`config.mk`:
```
export PLATFORM = sky130hd
export DESIGN_NAME = tuner_register_sequence_generator_core
export DESIGN_NICKNAME = d
export VERILOG_FILES = /design/src/trsg_pkg.sv /design/src/trsg_ram.sv /design/src/trsg_queue.sv /design/src/trsg_freq.sv /design/src/trsg_gen.sv /design/src/tuner_register_sequence_generator_core.sv
export SDC_FILE = /design/constraint.sdc
export NUM_CORES = 1
export LEC_CHECK = 0
export BUFFER_PORTS_ARGS = -buffer_cell sky130_fd_sc_hd__buf_2
export CAP_MARGIN = 20
export CELL_PAD_IN_SITES_DETAIL_PLACEMENT = 1
export CELL_PAD_IN_SITES_GLOBAL_PLACEMENT = 1
export CORE_MARGIN = 2
export CORE_UTILIZATION = 34
export DETAILED_ROUTE_END_ITERATION = 7
export PLACE_DENSITY = 0.52
export SKIP_LAST_GASP = 1
export SLEW_MARGIN = 30
export SYNTH_ARGS = -nofsm -noshare
export SYNTH_HDL_FRONTEND = slang
export SYNTH_SLANG_ARGS = --single-unit
```
`constraint.sdc`:
```
create_clock -name i_clk -period 5.2 [get_ports i_clk]
set_input_delay 0.78 -clock i_clk [delete_from_list [all_inputs] [get_ports i_clk]]
set_output_delay 0.78 -clock i_clk [all_outputs]
set_load 0.005 [all_outputs]
```
`src/trsg_pkg.sv`:
```
`timescale 1ns / 1ps
`default_nettype none
package trsg_pkg;

    localparam int TRSG_QUEUE_DEPTH = 32;

    localparam int TRSG_CFG_IDX_W = 3;
    localparam logic [TRSG_CFG_IDX_W-1:0] CFG_IF_CODE       = 3'd0;
    localparam logic [TRSG_CFG_IDX_W-1:0] CFG_INVERT_IF     = 3'd1;
    localparam logic [TRSG_CFG_IDX_W-1:0] CFG_CRYSTAL_CODE  = 3'd2;
    localparam logic [TRSG_CFG_IDX_W-1:0] CFG_CLK_OUT_EN    = 3'd3;
    localparam logic [TRSG_CFG_IDX_W-1:0] CFG_CLK_OUT_AMP   = 3'd4;
    localparam logic [TRSG_CFG_IDX_W-1:0] CFG_IF_DIFF_LEVEL = 3'd5;

    localparam logic [1:0] OP_TUNE  = 2'd0;
    localparam logic [1:0] OP_WAKE  = 2'd1;
    localparam logic [1:0] OP_SLEEP = 2'd2;
    localparam logic [1:0] OP_NONE  = 2'd3;

    localparam logic [1:0] MODE_CABLE = 2'd3;
    localparam logic [1:0] BW_KEEP    = 2'd3;

    // run layout: init table in cable layout, then the RF-tune table
    localparam logic [4:0] IDX_CABLE_FIRST = 5'd4;
    localparam logic [4:0] IDX_AFTER_CABLE = 5'd7;
    localparam logic [4:0] INIT_LEN        = 5'd19;
    localparam logic [3:0] TUNE_BW         = 4'd1;
    localparam logic [3:0] TUNE_WORD_LO    = 4'd2;
    localparam logic [3:0] TUNE_WORD_HI    = 4'd3;
    localparam logic [3:0] TUNE_BAND       = 4'd8;
    localparam logic [3:0] TUNE_LAST       = 4'd9;

    localparam logic [29:0] HIGH_BAND_HZ = 30'd333000000;
    localparam logic [4:0]  FREQ_INT_STEPS = 5'd11;
    localparam logic [4:0]  FREQ_LAST_STEP = 5'd17;

    typedef enum logic {
        GEN_IDLE,
        GEN_RUN
    } t_gen_state;

    typedef struct packed {
        logic [3:0] if_code;
        logic       invert_if;
        logic [3:0] crystal_code;
        logic       clock_out_enable;
        logic [2:0] clock_out_amplitude;
        logic [7:0] if_diff_level;
    } t_cfg;

    typedef struct packed {
        logic [7:0] addr;
        logic [7:0] value;
        logic       last;
    } t_item;

    function automatic logic [7:0] init_addr(input logic [4:0] idx);
        case (idx)
            5'd0:  init_addr = 8'h02;
            5'd1:  init_addr = 8'h03;
            5'd2:  init_addr = 8'h05;
            5'd3:  init_addr = 8'h06;
            5'd4:  init_addr = 8'h09;
            5'd5:  init_addr = 8'h0a;
            5'd6:  init_addr = 8'h0b;
            5'd7:  init_addr = 8'h2e;
            5'd8:  init_addr = 8'h30;
            5'd9:  init_addr = 8'h45;
            5'd10: init_addr = 8'h48;
            5'd11: init_addr = 8'h52;
            5'd12: init_addr = 8'h53;
            5'd13: init_addr = 8'h6a;
            5'd14: init_addr = 8'h76;
            5'd15: init_addr = 8'h78;
            5'd16: init_addr = 8'h7a;
            5'd17: init_addr = 8'h85;
            5'd18: init_addr = 8'h01;
            default: init_addr = 8'h00;
        endcase
    endfunction

    function automatic logic [7:0] init_val(input logic [4:0] idx);
        case (idx)
            5'd0:  init_val = 8'h06;
            5'd1:  init_val = 8'h48;
            5'd2:  init_val = 8'h04;
            5'd3:  init_val = 8'h10;
            5'd4:  init_val = 8'h3f;
            5'd5:  init_val = 8'h3f;
            5'd6:  init_val = 8'h3f;
            5'd7:  init_val = 8'h15;
            5'd8:  init_val = 8'h10;
            5'd9:  init_val = 8'h58;
            5'd10: init_val = 8'h19;
            5'd11: init_val = 8'h03;
            5'd12: init_val = 8'h44;
            5'd13: init_val = 8'h4b;
            5'd14: init_val = 8'h00;
            5'd15: init_val = 8'h18;
            5'd16: init_val = 8'h17;
            5'd17: init_val = 8'h06;
            5'd18: init_val = 8'h01;
            default: init_val = 8'h00;
        endcase
    endfunction

    function automatic logic [7:0] tune_addr(input logic [3:0] idx);
        case (idx)
            4'd0: tune_addr = 8'h0f;
            4'd1: tune_addr = 8'h0c;
            4'd2: tune_addr = 8'h0d;
            4'd3: tune_addr = 8'h0e;
            4'd4: tune_addr = 8'h1f;
            4'd5: tune_addr = 8'h20;
            4'd6: tune_addr = 8'h21;
            4'd7: tune_addr = 8'h22;
            4'd8: tune_addr = 8'h80;
            4'd9: tune_addr = 8'h0f;
            default: tune_addr = 8'h00;
        endcase
    endfunction

    function automatic logic [7:0] tune_val(input logic [3:0] idx);
        case (idx)
            4'd0: tune_val = 8'h00;
            4'd1: tune_val = 8'h15;
            4'd2: tune_val = 8'h40;
            4'd3: tune_val = 8'h0e;
            4'd4: tune_val = 8'h87;
            4'd5: tune_val = 8'h1f;
            4'd6: tune_val = 8'h87;
            4'd7: tune_val = 8'h1f;
            4'd8: tune_val = 8'h01;
            4'd9: tune_val = 8'h01;
            default: tune_val = 8'h00;
        endcase
    endfunction

    function automatic logic [7:0] bw_bits(input logic [1:0] bw);
        case (bw)
            2'd0: bw_bits = 8'h15;
            2'd1: bw_bits = 8'h2a;
            2'd2: bw_bits = 8'h3f;
            default: bw_bits = 8'h15;
        endcase
    endfunction

    // divisor per step: integer MHz digits, then the halving fraction steps,
    // then the final rounding threshold
    function automatic logic [29:0] freq_step_div(input logic [4:0] step);
        case (step)
            5'd0:  freq_step_div = 30'd1024000000;
            5'd1:  freq_step_div = 30'd512000000;
            5'd2:  freq_step_div = 30'd256000000;
            5'd3:  freq_step_div = 30'd128000000;
            5'd4:  freq_step_div = 30'd64000000;
            5'd5:  freq_step_div = 30'd32000000;
            5'd6:  freq_step_div = 30'd16000000;
            5'd7:  freq_step_div = 30'd8000000;
            5'd8:  freq_step_div = 30'd4000000;
            5'd9:  freq_step_div = 30'd2000000;
            5'd10: freq_step_div = 30'd1000000;
            5'd11: freq_step_div = 30'd500000;
            5'd12: freq_step_div = 30'd250000;
            5'd13: freq_step_div = 30'd125000;
            5'd14: freq_step_div = 30'd62500;
            5'd15: freq_step_div = 30'd31250;
            5'd16: freq_step_div = 30'd15625;
            5'd17: freq_step_div = 30'd7812;
            default: freq_step_div = 30'd0;
        endcase
    endfunction

endpackage
`default_nettype wire

```
`src/trsg_ram.sv`:
```
`timescale 1ns / 1ps
`default_nettype none
module trsg_ram #(
    parameter int WIDTH = 17,
    parameter int DEPTH = 32
) (
    input  wire logic                     i_clk,
    input  wire logic                     i_wr_en,
    input  wire logic [$clog2(DEPTH)-1:0] i_wr_addr,
    input  wire logic [WIDTH-1:0]         i_wr_data,
    input  wire logic                     i_rd_en,
    input  wire logic [$clog2(DEPTH)-1:0] i_rd_addr,
    output logic      [WIDTH-1:0]         o_rd_data
);

    logic [WIDTH-1:0] r_mem [DEPTH];
    logic [WIDTH-1:0] r_rd_data;

    always_ff @(posedge i_clk) begin
        if (i_wr_en) begin
            r_mem[i_wr_addr] <= i_wr_data;
        end
        if (i_rd_en) begin
            r_rd_data <= r_mem[i_rd_addr];
        end
    end

    assign o_rd_data = r_rd_data;

endmodule
`default_nettype wire

```
`src/trsg_queue.sv`:
```
`timescale 1ns / 1ps
`default_nettype none
module trsg_queue #(
    parameter int DEPTH = 32
) (
    input  wire logic           i_clk,
    input  wire logic           i_rst_n,
    input  wire logic           i_push,
    input  wire trsg_pkg::t_item i_push_item,
    output logic                o_full,
    output logic                o_valid,
    output trsg_pkg::t_item     o_item,
    input  wire logic           i_ready
);
    import trsg_pkg::*;

    localparam int AW = $clog2(DEPTH);
    localparam int CW = $clog2(DEPTH + 1);
    localparam int IW = $bits(t_item);

    logic [AW-1:0] r_wr_ptr, n_wr_ptr;
    logic [AW-1:0] r_rd_ptr, n_rd_ptr;
    logic [CW-1:0] r_count, n_count;
    logic          r_pend, n_pend;
    logic          r_out_valid, n_out_valid;
    t_item         r_out_item;
    logic [IW-1:0] rd_data;
    logic          rd_en;
    logic          load;

    trsg_ram #(
        .WIDTH(IW),
        .DEPTH(DEPTH)
    ) u_ram (
        .i_clk    (i_clk),
        .i_wr_en  (i_push),
        .i_wr_addr(r_wr_ptr),
        .i_wr_data(i_push_item),
        .i_rd_en  (rd_en),
        .i_rd_addr(r_rd_ptr),
        .o_rd_data(rd_data)
    );

    always_comb begin
        // the read register holds its item until the output stage frees up
        load     = r_pend && (!r_out_valid || i_ready);
        rd_en    = (r_count != '0) && (!r_pend || load);
        n_wr_ptr = r_wr_ptr;
        n_rd_ptr = r_rd_ptr;
        if (i_push) begin
            n_wr_ptr = (r_wr_ptr == AW'(DEPTH - 1)) ? '0 : r_wr_ptr + 1'b1;
        end
        if (rd_en) begin
            n_rd_ptr = (r_rd_ptr == AW'(DEPTH - 1)) ? '0 : r_rd_ptr + 1'b1;
        end
        n_count     = r_count + CW'(i_push) - CW'(rd_en);
        n_pend      = rd_en ? 1'b1 : (load ? 1'b0 : r_pend);
        n_out_valid = load ? 1'b1 : (i_ready ? 1'b0 : r_out_valid);
    end

    always_ff @(posedge i_clk) begin
        if (!i_rst_n) begin
            r_wr_ptr    <= '0;
            r_rd_ptr    <= '0;
            r_count     <= '0;
            r_pend      <= 1'b0;
            r_out_valid <= 1'b0;
        end else begin
            r_wr_ptr    <= n_wr_ptr;
            r_rd_ptr    <= n_rd_ptr;
            r_count     <= n_count;
            r_pend      <= n_pend;
            r_out_valid <= n_out_valid;
        end
    end

    always_ff @(posedge i_clk) begin
        if (load) begin
            r_out_item <= t_item'(rd_data);
        end
    end

    assign o_full  = (r_count == CW'(DEPTH));
    assign o_valid = r_out_valid;
    assign o_item  = r_out_item;

endmodule
`default_nettype wire

```
`src/trsg_freq.sv`:
```
`timescale 1ns / 1ps
`default_nettype none
module trsg_freq (
    input  wire logic        i_clk,
    input  wire logic        i_rst_n,
    input  wire logic        i_start,
    input  wire logic [29:0] i_freq,
    output logic             o_done,
    output logic      [15:0] o_word,
    output logic             o_high_band
);
    import trsg_pkg::*;

    logic        r_busy;
    logic        r_done;
    logic [4:0]  r_step;
    logic [29:0] r_rem;
    logic [15:0] r_word;
    logic        r_high_band;
    logic [29:0] div;
    logic        take;

    always_comb begin
        div  = freq_step_div(r_step);
        // integer digits take on equal, fraction steps only on strictly greater
        take = (r_step < FREQ_INT_STEPS) ? (r_rem >= div) : (r_rem > div);
    end

    always_ff @(posedge i_clk) begin
        if (!i_rst_n) begin
            r_busy <= 1'b0;
            r_done <= 1'b0;
            r_step <= '0;
        end else if (i_start) begin
            r_busy <= 1'b1;
            r_done <= 1'b0;
            r_step <= '0;
        end else if (r_busy) begin
            r_step <= r_step + 1'b1;
            if (r_step == FREQ_LAST_STEP) begin
                r_busy <= 1'b0;
                r_done <= 1'b1;
            end
        end
    end

    always_ff @(posedge i_clk) begin
        if (i_start) begin
            r_rem       <= i_freq;
            r_word      <= '0;
            r_high_band <= (i_freq >= HIGH_BAND_HZ);
        end else if (r_busy) begin
            if (take) begin
                r_rem <= r_rem - div;
            end
            if (r_step == FREQ_LAST_STEP) begin
                r_word <= r_word + 16'(take);
            end else begin
                r_word <= {r_word[14:0], take};
            end
        end
    end

    assign o_done      = r_done;
    assign o_word      = r_word;
    assign o_high_band = r_high_band;

endmodule
`default_nettype wire

```
`src/trsg_gen.sv`:
```
`timescale 1ns / 1ps
`default_nettype none
module trsg_gen (
    input  wire logic           i_clk,
    input  wire logic           i_rst_n,
    input  wire trsg_pkg::t_cfg i_cfg,
    input  wire logic           i_valid,
    output logic                o_ready,
    input  wire logic [1:0]     i_op,
    input  wire logic [1:0]     i_mode,
    input  wire logic [1:0]     i_bandwidth_code,
    input  wire logic [29:0]    i_rf_freq_hz,
    output logic                o_push,
    output trsg_pkg::t_item     o_item,
    input  wire logic           i_full
);
    import trsg_pkg::*;

    t_gen_state r_state, n_state;
    logic [4:0] r_idx, n_idx;
    logic [1:0] r_op;
    logic [1:0] r_mode;
    logic [1:0] r_bw;

    logic        accept;
    logic        freq_done;
    logic [15:0] freq_word;
    logic        high_band;
    logic [3:0]  tune_idx;
    logic [3:0]  nib;
    logic        cable;
    logic        needs_word;
    t_item       item;

    trsg_freq u_freq (
        .i_clk      (i_clk),
        .i_rst_n    (i_rst_n),
        .i_start    (accept && (i_op == OP_TUNE)),
        .i_freq     (i_rf_freq_hz),
        .o_done     (freq_done),
        .o_word     (freq_word),
        .o_high_band(high_band)
    );

    // patch the table entry at r_idx
    always_comb begin
        tune_idx   = 4'(r_idx - INIT_LEN);
        nib        = (i_cfg.crystal_code <= 4'd13) ? i_cfg.crystal_code : 4'd4;
        cable      = (r_mode == MODE_CABLE);
        needs_word = 1'b0;
        item       = '0;
        case (r_op)
            OP_WAKE: begin
                item = '{addr: 8'h01, value: 8'h01, last: 1'b1};
            end
            OP_SLEEP: begin
                if (r_idx == 5'd0) begin
                    item = '{addr: 8'h01, value: 8'h00, last: 1'b0};
                end else begin
                    item = '{addr: 8'h0f, value: 8'h00, last: 1'b1};
                end
            end
            default: begin
                if (r_idx < INIT_LEN) begin
                    item.addr  = init_addr(r_idx);
                    item.value = init_val(r_idx);
                    case (item.addr)
                        8'h02: begin
                            if (i_cfg.if_code <= 4'd10) begin
                                item.value = {3'b000, i_cfg.invert_if,
                                    (i_cfg.if_code == 4'd0) ? 4'd0
                                                            : i_cfg.if_code + 4'd1};
                            end
                        end
                        8'h03: item.value = {nib, i_cfg.clock_out_enable,
                                             i_cfg.clock_out_amplitude};
                        8'h05: item.value = {4'h0, nib};
                        8'h06: begin
                            if (!cable) begin
                                item.value = {6'b000100, r_mode};
                            end
                        end
                        8'h09: item.value = 8'hc1;
                        8'h0a: item.value = 8'd8 - i_cfg.if_diff_level;
                        8'h0b: item.value = 8'h17;
                        default: ;
                    endcase
                end else begin
                    item.addr  = tune_addr(tune_idx);
                    item.value = tune_val(tune_idx);
                    item.last  = (tune_idx == TUNE_LAST);
                    case (tune_idx)
                        TUNE_BW: begin
                            if (r_bw != BW_KEEP) begin
                                item.value = bw_bits(r_bw);
                            end
                        end
                        TUNE_WORD_LO: begin
                            needs_word = 1'b1;
                            item.value = freq_word[7:0];
                        end
                        TUNE_WORD_HI: begin
                            needs_word = 1'b1;
                            item.value = freq_word[15:8];
                        end
                        TUNE_BAND: item.value = {1'b0, high_band, 6'b000001};
                        default: ;
                    endcase
                end
            end
        endcase
    end

    always_comb begin
        n_state = r_state;
        n_idx   = r_idx;
        o_ready = 1'b0;
        o_push  = 1'b0;
        accept  = 1'b0;
        case (r_state)
            GEN_IDLE: begin
                o_ready = 1'b1;
                accept  = i_valid;
                if (i_valid) begin
                    n_idx = '0;
                    // an unknown command emits nothing
                    if (i_op != OP_NONE) begin
                        n_state = GEN_RUN;
                    end
                end
            end
            GEN_RUN: begin
                // hold the frequency entries until the word is ready
                if (!i_full && (!needs_word || freq_done)) begin
                    o_push = 1'b1;
                    if (item.last) begin
                        n_state = GEN_IDLE;
                    end else if (!cable && r_op == OP_TUNE &&
                                 r_idx == IDX_CABLE_FIRST - 5'd1) begin
                        // skip the cable-only entries
                        n_idx = IDX_AFTER_CABLE;
                    end else begin
                        n_idx = r_idx + 1'b1;
                    end
                end
            end
            default: n_state = GEN_IDLE;
        endcase
    end

    always_ff @(posedge i_clk) begin
        if (!i_rst_n) begin
            r_state <= GEN_IDLE;
            r_idx   <= '0;
        end else begin
            r_state <= n_state;
            r_idx   <= n_idx;
        end
    end

    always_ff @(posedge i_clk) begin
        if (accept) begin
            r_op   <= i_op;
            r_mode <= i_mode;
            r_bw   <= i_bandwidth_code;
        end
    end

    assign o_item = item;

endmodule
`default_nettype wire

```
`src/tuner_register_sequence_generator_core.sv`:
```
`timescale 1ns / 1ps
`default_nettype none
// Tuner register sequence generator.
// Input channel (i_valid / o_ready): one command item with op, mode,
// bandwidth code and RF frequency. Output channel (o_valid / i_ready): one
// register write (address, value, last) per item; last marks the end of a run.
// Config channel (i_cfg_valid / o_cfg_ready, always ready): writes register
// i_cfg_index with i_cfg_data; indexes beyond the list are dropped.
// A tune emits 26 writes (29 in cable mode), wake 1, sleep 2, op 3 none.
// The sequencer pushes one write per cycle into a 32-entry queue RAM while
// the queue has room and the frequency word is ready; a write passes through
// the queue RAM, its read register and the output register, and writes leave
// one per cycle while the receiver is ready. A new command is taken once the
// previous run is in the queue. The frequency word comes from a shift-subtract
// unit that runs during the init table. A stalled receiver fills the queue
// and then holds the sequencer; nothing is lost. Synchronous reset clears the
// config registers to 0 and empties the queue.
module tuner_register_sequence_generator_core #(
    parameter int QUEUE_DEPTH = trsg_pkg::TRSG_QUEUE_DEPTH
) (
    input  wire logic                                i_clk,
    input  wire logic                                i_rst_n,
    input  wire logic                                i_cfg_valid,
    output logic                                     o_cfg_ready,
    input  wire logic [trsg_pkg::TRSG_CFG_IDX_W-1:0] i_cfg_index,
    input  wire logic [7:0]                          i_cfg_data,
    input  wire logic                                i_valid,
    output logic                                     o_ready,
    input  wire logic [1:0]                          i_op,
    input  wire logic [1:0]                          i_mode,
    input  wire logic [1:0]                          i_bandwidth_code,
    input  wire logic [29:0]                         i_rf_freq_hz,
    output logic                                     o_valid,
    input  wire logic                                i_ready,
    output logic      [7:0]                          o_reg_addr,
    output logic      [7:0]                          o_reg_value,
    output logic                                     o_last
);
    import trsg_pkg::*;

    t_cfg  r_cfg;
    logic  push;
    logic  full;
    t_item gen_item;
    t_item out_item;

    always_ff @(posedge i_clk) begin
        if (!i_rst_n) begin
            r_cfg <= '0;
        end else if (i_cfg_valid) begin
            case (i_cfg_index)
                CFG_IF_CODE:       r_cfg.if_code             <= i_cfg_data[3:0];
                CFG_INVERT_IF:     r_cfg.invert_if           <= i_cfg_data[0];
                CFG_CRYSTAL_CODE:  r_cfg.crystal_code        <= i_cfg_data[3:0];
                CFG_CLK_OUT_EN:    r_cfg.clock_out_enable    <= i_cfg_data[0];
                CFG_CLK_OUT_AMP:   r_cfg.clock_out_amplitude <= i_cfg_data[2:0];
                CFG_IF_DIFF_LEVEL: r_cfg.if_diff_level       <= i_cfg_data;
                default: ;
            endcase
        end
    end

    assign o_cfg_ready = 1'b1;

    trsg_gen u_gen (
        .i_clk           (i_clk),
        .i_rst_n         (i_rst_n),
        .i_cfg           (r_cfg),
        .i_valid         (i_valid),
        .o_ready         (o_ready),
        .i_op            (i_op),
        .i_mode          (i_mode),
        .i_bandwidth_code(i_bandwidth_code),
        .i_rf_freq_hz    (i_rf_freq_hz),
        .o_push          (push),
        .o_item          (gen_item),
        .i_full          (full)
    );

    trsg_queue #(
        .DEPTH(QUEUE_DEPTH)
    ) u_queue (
        .i_clk      (i_clk),
        .i_rst_n    (i_rst_n),
        .i_push     (push),
        .i_push_item(gen_item),
        .o_full     (full),
        .o_valid    (o_valid),
        .o_item     (out_item),
        .i_ready    (i_ready)
    );

    assign o_reg_addr  = out_item.addr;
    assign o_reg_value = out_item.value;
    assign o_last      = out_item.last;

endmodule
`default_nettype wire
```
* Word level (Yosys, flattened, before mapping) *
Memories as Yosys holds them, arrays and structs flattened. A register that Yosys moved wholly into a read port is not among the register bits.
Index checks and enable logic that the tools add are counted.

word-level totals
  bits in registers = 122
  bits in writable memories = 544
  bits in read-only memories = 1664
  input bits = 52
  output and inout port bits = 20
  memories kept = 6

cells by class
  add/subtract/negate cells = 11
  order comparisons = 7
  eq/ne operators = 32
  mux-type cells = 53
  bitwise logic cells = 2
  reduce and logical (&&, ||, !) cells = 36

memory list
  name                 depth  bits a word  rd ports  clocked after Yosys merged registers in  write ports  RTL line         RTL
  (name not given)     32     30           1         1                                        0            trsg_pkg.sv:151  case (step)
  u_queue.u_ram.r_mem  32     17           1         1                                        1            trsg_ram.sv:16   logic [WIDTH-1:0] r_mem [DEPTH];
  (name not given)     32     8            1         1                                        0            trsg_pkg.sv:58   case (idx)
  (name not given)     32     7            1         1                                        0            trsg_pkg.sv:83   case (idx)
  (name not given)     16     7            1         0                                        0            trsg_pkg.sv:108  case (idx)
  (name not given)     16     7            1         0                                        0            trsg_pkg.sv:124  case (idx)

operator list
  operator              count
  $mux 30               3
  $mux 5                12
  $pmux 8 s7            1
  $mux 8                5
  $pmux 17 s2           1
  $mux 16               2
  $pmux 8 s4            1
  $ge 30x29->1 const B  1
  $ge 30x30->1          1
  $gt 30x30->1          1
  $sub 30x30->30        1
  $eq 8x4->1 const B    3
  $mux 1                22
  $add 5x1->5 const B   4
  $add 16x1->16         1
  $eq 8x2->1 const B    2
  $eq 8x3->1 const B    2
  $reduce_and 2->1      8
  $eq 5x5->1 const B    3
  $mux 13               1
  $pmux 6 s2            1
  $ne 2x2->1 const B    5
  $pmux 5 s2            1
  $eq 4x2->1 const B    2
  31 further kinds      57

* Longest topological paths before layout *
Gate-level depths: netlist of run 1.

  depth in word-level cells = 13
  gate-level depth with buffers = 19
  mapped depth without buffers = 19

* Modules after synthesis *
A second synthesis of run 1 with hierarchy kept.

unflattened totals
  cells, all modules = 2509
  area total of the unflattened synthesis = 32847.8 µm²

by module, submodules not included
  module                                  times used  cells each  area each (µm²)  sequential area each (µm²)
  trsg_ram                                1           1212        21907.3          16846.2
  trsg_freq                               1           688         5586.6           1991.9
  trsg_gen                                1           394         2911.5           600.6
  trsg_queue                              1           131         1577.8           870.8
  tuner_register_sequence_generator_core  1           84          864.6            420.4

* Worst setup path after synthesis of run 1 *
Ideal clock, no wire load.

  kind = register -> register
  start point = register u_gen.r_idx[1]
  end point = memory u_queue.u_ram.r_mem[0][5] (data pin)
  arrival time = 3.424 ns
  setup slack = 1.285 ns
  stages on the path, launching flop included = 9
  path buffers = 0
  clock period less this slack = 3.915 ns
  cells stage by stage = dfxtp_1 -> ha_1 -> inv_1 -> ha_1 -> inv_1 -> nor2_1 -> and2_1 -> a32oi_1 -> a311oi_1

RTL lines
  item                    RTL line         RTL
  from (decl)             trsg_gen.sv:20   logic [4:0] r_idx, n_idx;
  from (signal assigned)  trsg_gen.sv:157  r_idx <= n_idx;
  to (decl)               trsg_ram.sv:16

==> flow_metrics.env, run 1 <==
export IMPL_status="finished clean"
export IMPL_drc=0
export IMPL_cts_resized=0
export IMPL_grt_pass1_wl_mm=127
export IMPL_wire_per_inst_um=24.0
export IMPL_drt_pass1_iter_count=7
export IMPL_swShare_pct=25.5
export IMPL_postCtsSetupBuffers=0
export IMPL_cp_slowest_cell="dfxtp_1"
export IMPL_cp_num_buf_inv=5
export IMPL_skew_ns=0.0378
export IMPL_setup_viol=0
export IMPL_synth_async_reset_ratio_pct=0
export IMPL_syn_num_nets=2205
export IMPL_clk_latency_ns=0.65
export IMPL_clock_root_buffer="clkbuf_16"
export IMPL_io_pins=72
export IMPL_synth_avg_cell_area_um2=15.3
export IMPL_rows=111
export IMPL_initial_core_util_pct=34.4
export IMPL_htreeDepth=3
export IMPL_dr_first_iter_drc_count=1207
export IMPL_cpMostUsedCell="inv_1"
export IMPL_rsz0062_at_grt="no"
export IMPL_antenna_found_initial=0
export IMPL_dr_wl_met3_mm=2.65
export IMPL_highest_layer="met4"
export IMPL_core_um2=92100
export IMPL_cp_max_fo=17
export IMPL_crit_path_start_kind="register"
export IMPL_numCtsBuffers=83
export IMPL_maxSlewViolCount=0
export IMPL_path_cells="ha_1 > inv_1 > ha_1 > inv_1 > o311ai_4 > inv_2 > a21oi_1 > o2bb2ai_1 > and2_0 > inv_1 > ha_1 > inv_1 > a211oi_1 > or3_1"
export IMPL_synth_edf_count=615
export IMPL_clockPowerShare_pct=39.2
export IMPL_final_layout_size_suffix_gt1_share_pct=23.2
export IMPL_yosys_register_bits=728
export IMPL_synth_main_ff_cell="edfxtp_1"
export IMPL_p_leak_nw=12.5
export IMPL_yosysSeqAreaShare_pct=65.4
export IMPL_pwr_share_comb_pct=16.1
export IMPL_final_util_pct=40.0
export IMPL_hold_class="in2reg"
export IMPL_peakVddDrop_mv=0.402
export IMPL_port_buffers=70
export IMPL_grt_usage_pct=17.8
export IMPL_grt_ovfl_total=0
export IMPL_cts_hold_buf=0
export IMPL_vias_per_cell=5.20
export IMPL_grt_max_degree=85
export IMPL_finalCritPeriodShare_pct=87.2
export IMPL_cap_viol_max_count=0
export IMPL_worstPathArrival_ns=5.04
export IMPL_fp_dieW_um=309
export IMPL_grt_pass1_vias=19600
export IMPL_cp_top_family="adder cells"
export IMPL_timing_fmax_mhz=221
export IMPL_hold_viol=0
export IMPL_period_needed_ns=4.53
export IMPL_syn_inst=2071
export IMPL_slew_headroom_pct=36.2
export IMPL_cpPeakStageDelay_ns=0.55
export IMPL_n_antenna_cell=0
export IMPL_clk_path_buf_depth=3
export IMPL_crit_required_ns=5.71
export IMPL_crit_type="reg2reg"
export IMPL_clkTransAtPathRegs_ns=0.06
export IMPL_p_sw_mw=3.93
export IMPL_p_seq_share_pct=44.6
export IMPL_place_hpwl_mm=53.9
export IMPL_fillers=9194
export IMPL_place_gp_congestion=0.810
export IMPL_cts_sinks=728
export IMPL_ys_warn_count=0
export IMPL_fp_dieArea_um2=95700
export IMPL_intPower_mw=11.5
export IMPL_ys_types=88
export IMPL_final_antenna_net_count=0
export IMPL_power_density_nw_per_um2=418
export IMPL_fin_setup_tns_ns=0
export IMPL_cp_end_kind="register"
export IMPL_route_met2_wl_mm=41.7
export IMPL_dr_total_vias=18200
export IMPL_wl_met1_mm=38.5
export IMPL_dieHeight_um=309
export IMPL_wirelength_mm=84.1
export IMPL_syn_to_final_growth_pct=16.1
export IMPL_tightest_slew_ns=0.956
export IMPL_syn_area_um2=31700
export IMPL_cts_tree="done"
export IMPL_nets=2329
==> placed cells by master, fill, tap and decap left out, types with 18 or more instances in the layout <==
cell type | synthesis | layout
a21oi_1 | 77 | 75
a22oi_1 | 18 | 18
buf_2 | 3 | 70
buf_4 | 4 | 66
clkbuf_16 | 0 | 84
dfxtp_1 | 113 | 109
edfxtp_1 | 615 | 615
ha_1 | 80 | 80
inv_1 | 84 | 83
mux2i_1 | 21 | 21
mux4_2 | 170 | 170
nand2_1 | 140 | 140
nand3_1 | 34 | 34
nor2_1 | 147 | 111
nor2_2 | 0 | 35
nor2b_1 | 31 | 30
nor3_1 | 32 | 28
o21ai_0 | 81 | 81
xnor2_1 | 22 | 21
==> worst register-to-register path: stages (launching register included) <==
cell and delay [ns]:
dfxtp_1 0.55, ha_1 0.43, inv_1 0.08, ha_1 0.50
inv_1 0.23, o311ai_4 0.51, inv_2 0.25, a21oi_1 0.29
o2bb2ai_1 0.22, and2_0 0.40, inv_1 0.18, ha_1 0.27
inv_1 0.11, a211oi_1 0.07, or3_1 0.35
==> layer usage <==
layer  up-vias  track usage, %
met5         -               0
met4         0            3.75
met3        81            2.62
met2       274            30.5
met1      9523            24.1
li1       8342               -
==> logic make-up after synthesis <==
group                      share of synthesized area (%)
AOI/OAI and AO/OA                                   7.33
xor gates and xnor gates                            1.05
adders and majority gates                           3.28
buffers and inverters                               2.37
DFF                                                 65.4
muxes                                               13.3
other                                             0.0118
and+or+nand+nor                                     7.20
==> power groups by stage <==
stage	clock, mW	sequential (mW)	combinational (mW)
2_1_floorplan	0	6.86	1.85
3_3_place_gp	0	6.99	2.50
3_5_place_dp	0	7.00	2.55
4_1_cts	6.23	6.88	2.56
5_1_grt	6.43	6.90	2.72
6_report	6.04	6.87	2.49
==> stage by stage <==
stage | worst slack [ns] | total power [mW] | std cells | instance area [µm²] | hold slack (ns)
2_1_floorplan | 1.29 | 8.71 | 2071 | 31700 | 0.400
3_3_place_gp | 0.802 | 9.50 | 3351 | 33900 | 0.405
3_5_place_dp | 0.659 | 9.55 | 3351 | 33900 | 0.406
4_1_cts | 0.643 | 15.7 | 3504 | 36700 | 0.298
5_1_grt | 0.314 | 16.1 | 3506 | 36800 | 0.307
6_report | 0.665 | 15.4 | 3506 | 36800 | 0.348
==> area by class of cell <==
class / count / area [µm²] / share of cell area (%)
multi-input combinational: 1154 / 10400 / 28.3
clock inverter: 47 / 597 / 1.62
timing repair buffer: 140 / 941 / 2.56
inverter: 88 / 330 / 0.897
tap: 1243 / 1560 / 4.22
sequential: 728 / 20700 / 56.3
clock buffer: 106 / 2230 / 6.07
==> path summary, 6_finish.rpt <==
kind	start	end	slack, ns	depth (start not counted)
setup / recovery	u_gen.r_idx[0]	register	0.67	14
hold / removal	i_bandwidth_code[1]	u_gen.r_bw[1]	0.35	1
setup reg to reg	u_gen.r_idx[0]	register	0.67	14
hold reg to reg	u_queue.u_ram.o_rd_data[9]	u_queue.o_item[9]	0.42	0
==> Yosys cell counts (5+ instances only) <==
library cell | number | area share (%)
a211oi_1 | 10 | 0.24
ha_1 | 80 | 3.2
mux4_2 | 170 | 12
mux2i_1 | 21 | 0.66
a22oi_1 | 18 | 0.43
nand4_1 | 15 | 0.30
a21o_1 | 17 | 0.40
and2_1 | 13 | 0.26
xnor2_1 | 22 | 0.61
nor2_1 | 147 | 1.7
inv_1 | 84 | 0.99
nor3_1 | 32 | 0.51
dfxtp_1 | 113 | 7.1
a22o_1 | 9 | 0.25
nor3b_1 | 7 | 0.17
a221oi_1 | 9 | 0.25
nand2_1 | 140 | 1.7
nand3b_1 | 5 | 0.12
o31ai_1 | 8 | 0.19
or3_1 | 7 | 0.14
o21ai_0 | 81 | 1.3
edfxtp_1 | 615 | 58
clkbuf_1 | 71 | 0.84
buf_1 | 19 | 0.23
a31oi_1 | 17 | 0.34
nand2b_1 | 13 | 0.26
o211ai_1 | 11 | 0.26
and3_1 | 14 | 0.28
nor2b_1 | 31 | 0.61
nand3_1 | 34 | 0.54
xor2_1 | 16 | 0.44
a21boi_0 | 14 | 0.33
mux2_2 | 17 | 0.60
a21oi_1 | 77 | 1.2
a32oi_1 | 7 | 0.19
o21a_1 | 6 | 0.14
==> state kept, by name, indices dropped and copies added (netlist names), 6 cells and up, named ones only <==
| signal | count |
|---|---|
| r_cfg | 21 |
| u_gen.u_freq.div | 30 |
| u_gen.u_freq.o_word | 16 |
| u_gen.u_freq.r_rem | 30 |
| u_queue.o_item | 17 |
| u_queue.r_count | 6 |
| u_queue.u_ram.o_rd_data | 17 |
| u_queue.u_ram.r_mem | 544 |
(Power assumes the default switching activity.)
==> inputs of run 2 (changes only) <==
--- a/config.mk
+++ b/config.mk
@@ -11,6 +11,7 @@
 export CELL_PAD_IN_SITES_GLOBAL_PLACEMENT = 1
 export CORE_MARGIN = 2
 export CORE_UTILIZATION = 34
+export CTS_BUF_LIST = sky130_fd_sc_hd__clkbuf_4 sky130_fd_sc_hd__clkbuf_8
 export DETAILED_ROUTE_END_ITERATION = 7
 export PLACE_DENSITY = 0.52
 export SKIP_LAST_GASP = 1
==> flow_metrics.env, run 2 (synthesized netlist as in run 1, its figures left out) <==
export IMPL_status="finished clean"
export IMPL_setup_viol=0
export IMPL_cts_sinks=728
export IMPL_cap_viol_max_count=0
export IMPL_cp_slowest_cell="dfxtp_1"
export IMPL_hold_viol=0
export IMPL_drt_pass1_iter_count=6
export IMPL_r2r_slack_ns=0.62
export IMPL_clock_root_buffer="clkbuf_8"
export IMPL_postCtsSetupBuffers=0
export IMPL_io_pins=72
export IMPL_grt_ovfl_total=0
export IMPL_dr_total_vias=18400
export IMPL_port_buffers=70
export IMPL_cts_hold_buf=0
export IMPL_crit_required_ns=5.87
export IMPL_cpMostUsedCell="inv_1"
export IMPL_clk_latency_ns=0.80
export IMPL_dr_wl_met3_mm=3.22
export IMPL_finalCritPeriodShare_pct=88.0
export IMPL_rows=111
export IMPL_layout_commonest_cell="edfxtp_1"
export IMPL_hold_class="in2reg"
export IMPL_clk_path_buf_depth=3
export IMPL_wire_per_inst_um=23.7
export IMPL_timing_fmax_mhz=218
export IMPL_cp_end_kind="register"
export IMPL_peakVddDrop_mv=0.331
export IMPL_dieHeight_um=309
export IMPL_path_cells="ha_1 > inv_1 > ha_1 > inv_1 > o311ai_4 > inv_2 > a21oi_1 > o2bb2ai_1 > and2_0 > inv_1 > ha_1 > inv_1 > a211oi_1 > or3_1"
export IMPL_largest_reg_flops=544
export IMPL_cts_tree="done"
export IMPL_dr_first_iter_drc_count=1125
export IMPL_maxSlewViolCount=0
export IMPL_power_mw=14.8
export IMPL_final_antenna_net_count=0
export IMPL_dp_cells=3351
export IMPL_final_cells=3591
export IMPL_core_um2=92100
export IMPL_grt_usage_pct=18.2
export IMPL_timing_rr_start="u_gen.r_idx[0]"
export IMPL_power_density_nw_per_um2=404
export IMPL_initial_core_util_pct=34.4
export IMPL_cpPeakStageDelay_ns=0.55
export IMPL_cts_resized=0
export IMPL_top_register="u_queue.u_ram.r_mem"
export IMPL_crit_type="reg2reg"
export IMPL_grt_max_degree=85
export IMPL_fp_dieW_um=309
export IMPL_worstRegToRegCells=14
export IMPL_tightest_slew_ns=0.977
export IMPL_skew_ns=0.0329
export IMPL_numCtsBuffers=133
export IMPL_hp_start="i_bandwidth_code[0]"
export IMPL_route_met2_wl_mm=41.8
export IMPL_wl_met1_mm=38.5
export IMPL_layout_common_cells="615 x edfxtp_1, 170 x mux4_2, 146 x clkbuf_8, 140 x nand2_1, 111 x nor2_1"
export IMPL_antenna_found_initial=1
export IMPL_crit_path_start_kind="register"
export IMPL_place_hpwl_mm=53.9
export IMPL_vias_per_cell=5.12
export IMPL_clkTransAtPathRegs_ns=0.05
export IMPL_worstPathArrival_ns=5.24
export IMPL_slew_headroom_pct=34.8
export IMPL_htreeDepth=4
export IMPL_grt_pass1_vias=20000
export IMPL_place_gp_congestion=0.810
export IMPL_highest_layer="met4"
export IMPL_rsz0062_at_grt="no"
export IMPL_cp_max_fo=17
export IMPL_syn_to_final_growth_pct=15.5
export IMPL_drc=0
export IMPL_fin_setup_tns_ns=0
export IMPL_period_needed_ns=4.58
export IMPL_grt_pass1_wl_mm=128
export IMPL_min_to="u_gen.r_bw[0]"
export IMPL_nets=2379
export IMPL_hold_depth=1
export IMPL_fp_dieArea_um2=95700
export IMPL_p_leak_nw=12.5
export IMPL_final_layout_size_suffix_gt1_share_pct=26.1
export IMPL_wirelength_mm=85.0
## run 2: cell count changes in the layout (fill, tap and decap cells not counted), moves of 2 or more
cell       previous run  this run
clkbuf_8              5       146
clkbuf_16            84         0
clkbuf_4              0        46
clkbuf_1             17         0
clkinv_1             12        26
bufinv_16            11         2
clkinv_2             14         9
inv_8                 0         3
clkinv_16             2         0
clkinv_8              2         0
## run 2: worst max path at each step
stage	cells after the start	end	slack, ns	start
after global placement	14	register	0.80	u_gen.r_idx[0]
after detailed placement	14	register	0.66	u_gen.r_idx[0]
after floorplan	8	u_queue.u_ram.r_mem[0][5]	1.29	u_gen.r_idx[1]
final	14	register	0.62	u_gen.r_idx[0]
after CTS	14	register	0.63	u_gen.r_idx[0]
after global routing	14	register	0.30	u_gen.r_idx[0]
## run 2: layer usage
metal	vias to the layer above	track usage, %
met4	0	5.02
met1	9519	24.0
met5	-	0
met2	318	30.6
met3	118	3.42
li1	8441	-
## run 2: layout make-up
cell class	count	area, µm²
Clock inverter	45	274
Antenna cell	1	2.50
Fill cell	9323	55500
Tap cell	1243	1560
Timing Repair Buffer	140	928
Multi-Input combinational cell	1154	10400
Sequential cell	728	20700
Clock buffer	192	2350
Inverter	88	330
## run 2: critical path, delay by kind of cell (launching register included)
kind / cells / cell delay [ns]
flops: 1 / 0.55
fa+ha+maj: 3 / 1.21
buf+inv: 5 / 0.84
compound gates: 4 / 1.11
simple gates: 2 / 0.75
## run 2: per-stage QoR
| step | utilization (%) | hold slack (ns) | setup WS [ns] | cell area [µm²] |
|---|---|---|---|---|
| detailed placement | 36.8 | 0.406 | 0.659 | 33900 |
| global placement | 36.8 | 0.405 | 0.802 | 33900 |
| CTS | 39.7 | 0.0693 | 0.629 | 36500 |
| global route | 39.7 | 0.116 | 0.305 | 36600 |
| floorplan | - | 0.400 | 1.29 | 31700 |
| finish | 39.7 | 0.170 | 0.622 | 36600 |
## run 2: where the power goes
part / internal (mW) / switching (mW) / leakage, nW
registers: 6.65 / 0.220 / 6.76
clock network: 3.01 / 2.41 / 1.38
logic: 1.20 / 1.28 / 4.33
==> inputs of run 3 (changes only) <==
--- a/config.mk
+++ b/config.mk
@@ -7,7 +7,7 @@
 export LEC_CHECK = 0
 export BUFFER_PORTS_ARGS = -buffer_cell sky130_fd_sc_hd__buf_2
 export CAP_MARGIN = 20
-export CELL_PAD_IN_SITES_DETAIL_PLACEMENT = 1
+export CELL_PAD_IN_SITES_DETAIL_PLACEMENT = 0
 export CELL_PAD_IN_SITES_GLOBAL_PLACEMENT = 1
 export CORE_MARGIN = 2
 export CORE_UTILIZATION = 34
==> flow_metrics.env, run 3 (synthesized netlist as in run 1, its figures left out) <==
export IMPL_clkTransAtPathRegs_ns=0.06
export IMPL_drt_pass1_iter_count=7
export IMPL_hp_start="i_bandwidth_code[0]"
export IMPL_core_um2=92100
export IMPL_timing_hold_ws_ns=0.197
export IMPL_initial_core_util_pct=34.4
export IMPL_power_mw=14.6
export IMPL_postCtsSetupBuffers=0
export IMPL_port_buffers=70
export IMPL_syn_to_final_growth_pct=15.3
export IMPL_rsz0062_at_grt="no"
export IMPL_hold_viol=0
export IMPL_worstPathArrival_ns=5.24
export IMPL_antenna_found_initial=1
export IMPL_worstRegToRegCells=14
export IMPL_finalCritPeriodShare_pct=88.6
export IMPL_path_cells="ha_1 > inv_1 > ha_1 > inv_1 > o311ai_4 > inv_2 > a21oi_1 > o2bb2ai_1 > and2_0 > inv_1 > ha_1 > inv_1 > a211oi_1 > or3_1"
export IMPL_r2r_slack_ns=0.59
export IMPL_cp_max_fo=17
export IMPL_cts_tree="done"
export IMPL_maxSlewViolCount=0
export IMPL_post_place_ws_ns=0.631
export IMPL_final_antenna_net_count=0
export IMPL_power_density_nw_per_um2=400
export IMPL_wire_per_inst_um=22.8
export IMPL_cpPeakStageDelay_ns=0.56
export IMPL_cts_resized=0
export IMPL_setup_viol=0
export IMPL_drc=0
export IMPL_grt_max_degree=85
export IMPL_top_register="u_queue.u_ram.r_mem"
export IMPL_crit_type="reg2reg"
export IMPL_grt_usage_pct=17.4
export IMPL_final_util_pct=39.7
export IMPL_hold_depth=1
export IMPL_period_needed_ns=4.61
export IMPL_timing_rr_start="u_gen.r_idx[0]"
export IMPL_skew_ns=0.0387
export IMPL_dr_total_vias=18300
export IMPL_timing_fmax_mhz=217
export IMPL_clock_root_buffer="clkbuf_8"
export IMPL_wirelength_mm=81.8
export IMPL_largest_reg_flops=544
export IMPL_fp_dieW_um=309
export IMPL_nets=2377
export IMPL_grt_pass1_wl_mm=122
export IMPL_cp_slowest_cell="dfxtp_1"
export IMPL_cts_hold_buf=0
export IMPL_status="finished clean"
export IMPL_layout_commonest_cell="edfxtp_1"
export IMPL_final_layout_size_suffix_gt1_share_pct=25.9
export IMPL_grt_pass1_vias=19100
export IMPL_cts_sinks=728
export IMPL_cap_viol_max_count=0
export IMPL_dieHeight_um=309
export IMPL_setup_slack_ns=0.594
export IMPL_fp_dieArea_um2=95700
export IMPL_p_leak_nw=12.5
export IMPL_clk_latency_ns=0.79
export IMPL_place_hpwl_mm=51.2
export IMPL_clk_path_buf_depth=3
export IMPL_tightest_slew_ns=0.966
export IMPL_htreeDepth=4
export IMPL_dr_first_iter_drc_count=1417
export IMPL_cpMostUsedCell="inv_1"
export IMPL_io_pins=72
export IMPL_vias_per_cell=5.11
export IMPL_grt_ovfl_total=0
export IMPL_fin_setup_tns_ns=0
export IMPL_rows=111
export IMPL_min_to="u_gen.r_bw[0]"
export IMPL_crit_required_ns=5.83
export IMPL_numCtsBuffers=131
export IMPL_layout_common_cells="615 x edfxtp_1, 170 x mux4_2, 146 x clkbuf_8, 140 x nand2_1, 111 x nor2_1"
export IMPL_hold_class="in2reg"
export IMPL_crit_path_start_kind="register"
export IMPL_place_gp_congestion=0.810
export IMPL_cp_end_kind="register"
export IMPL_peakVddDrop_mv=0.317
export IMPL_slew_headroom_pct=35.5
[run 3: cell types whose count changed in the layout (fill, tap and decap cells not counted), moves of 2 or more]
cell and delta:
inv_6 +3, bufinv_16 -2, clkinvlp_4 -2, clkinv_1 -4, inv_12 +3, inv_8 -2, clkbuf_4 -6
[run 3: how the worst max path moves through the flow]
stage,slack [ns],to,cells past startpoint,startpoint
global route,0.21,register,14,u_gen.r_idx[0]
floorplan,1.29,u_queue.u_ram.r_mem[0][5],8,u_gen.r_idx[1]
CTS,0.61,register,14,u_gen.r_idx[0]
finish,0.59,register,14,u_gen.r_idx[0]
detailed placement,0.63,register,14,u_gen.r_idx[0]
global placement,0.80,register,14,u_gen.r_idx[0]
[run 3: metrics by stage]
step | instances | instance area, µm²
floorplan | 2071 | 31700
global placement | 3351 | 33900
detailed placement | 3351 | 33900
CTS | 3580 | 36500
global route | 3583 | 36500
finish | 3584 | 36500
[run 3: area by class of cell]
type,instances,area (µm²)
inverter,88,330
fill,8536,55500
multi-input combinational,1154,10400
tap,1243,1560
timing repair buffer,140,938
sequential,728,20700
antenna,2,5.00
clock inverter,43,258
clock buffer,186,2310
[run 3: power breakdown]
part           switching (mW)  total (mW)  internal, mW
Sequential              0.216        6.87          6.65
Combinational            1.27        2.46          1.20
Clock                    2.40        5.27          2.88
[run 3: critical path, delay by kind of cell, from the launching register on]
family	cells	cell delay [ns]
fa+ha+maj	3	1.24
simple gates	2	0.75
flops	1	0.56
buf+inv	5	0.82
compound gates	4	1.09
[run 3: per-layer routing]
metal	wire [µm]	vias to the layer above	global-route usage [%]
met5	0	-	0
met4	1630	0	5.59
met3	3110	108	3.02
met2	40300	386	28.9
met1	36800	9360	23.2
li1	-	8445	-
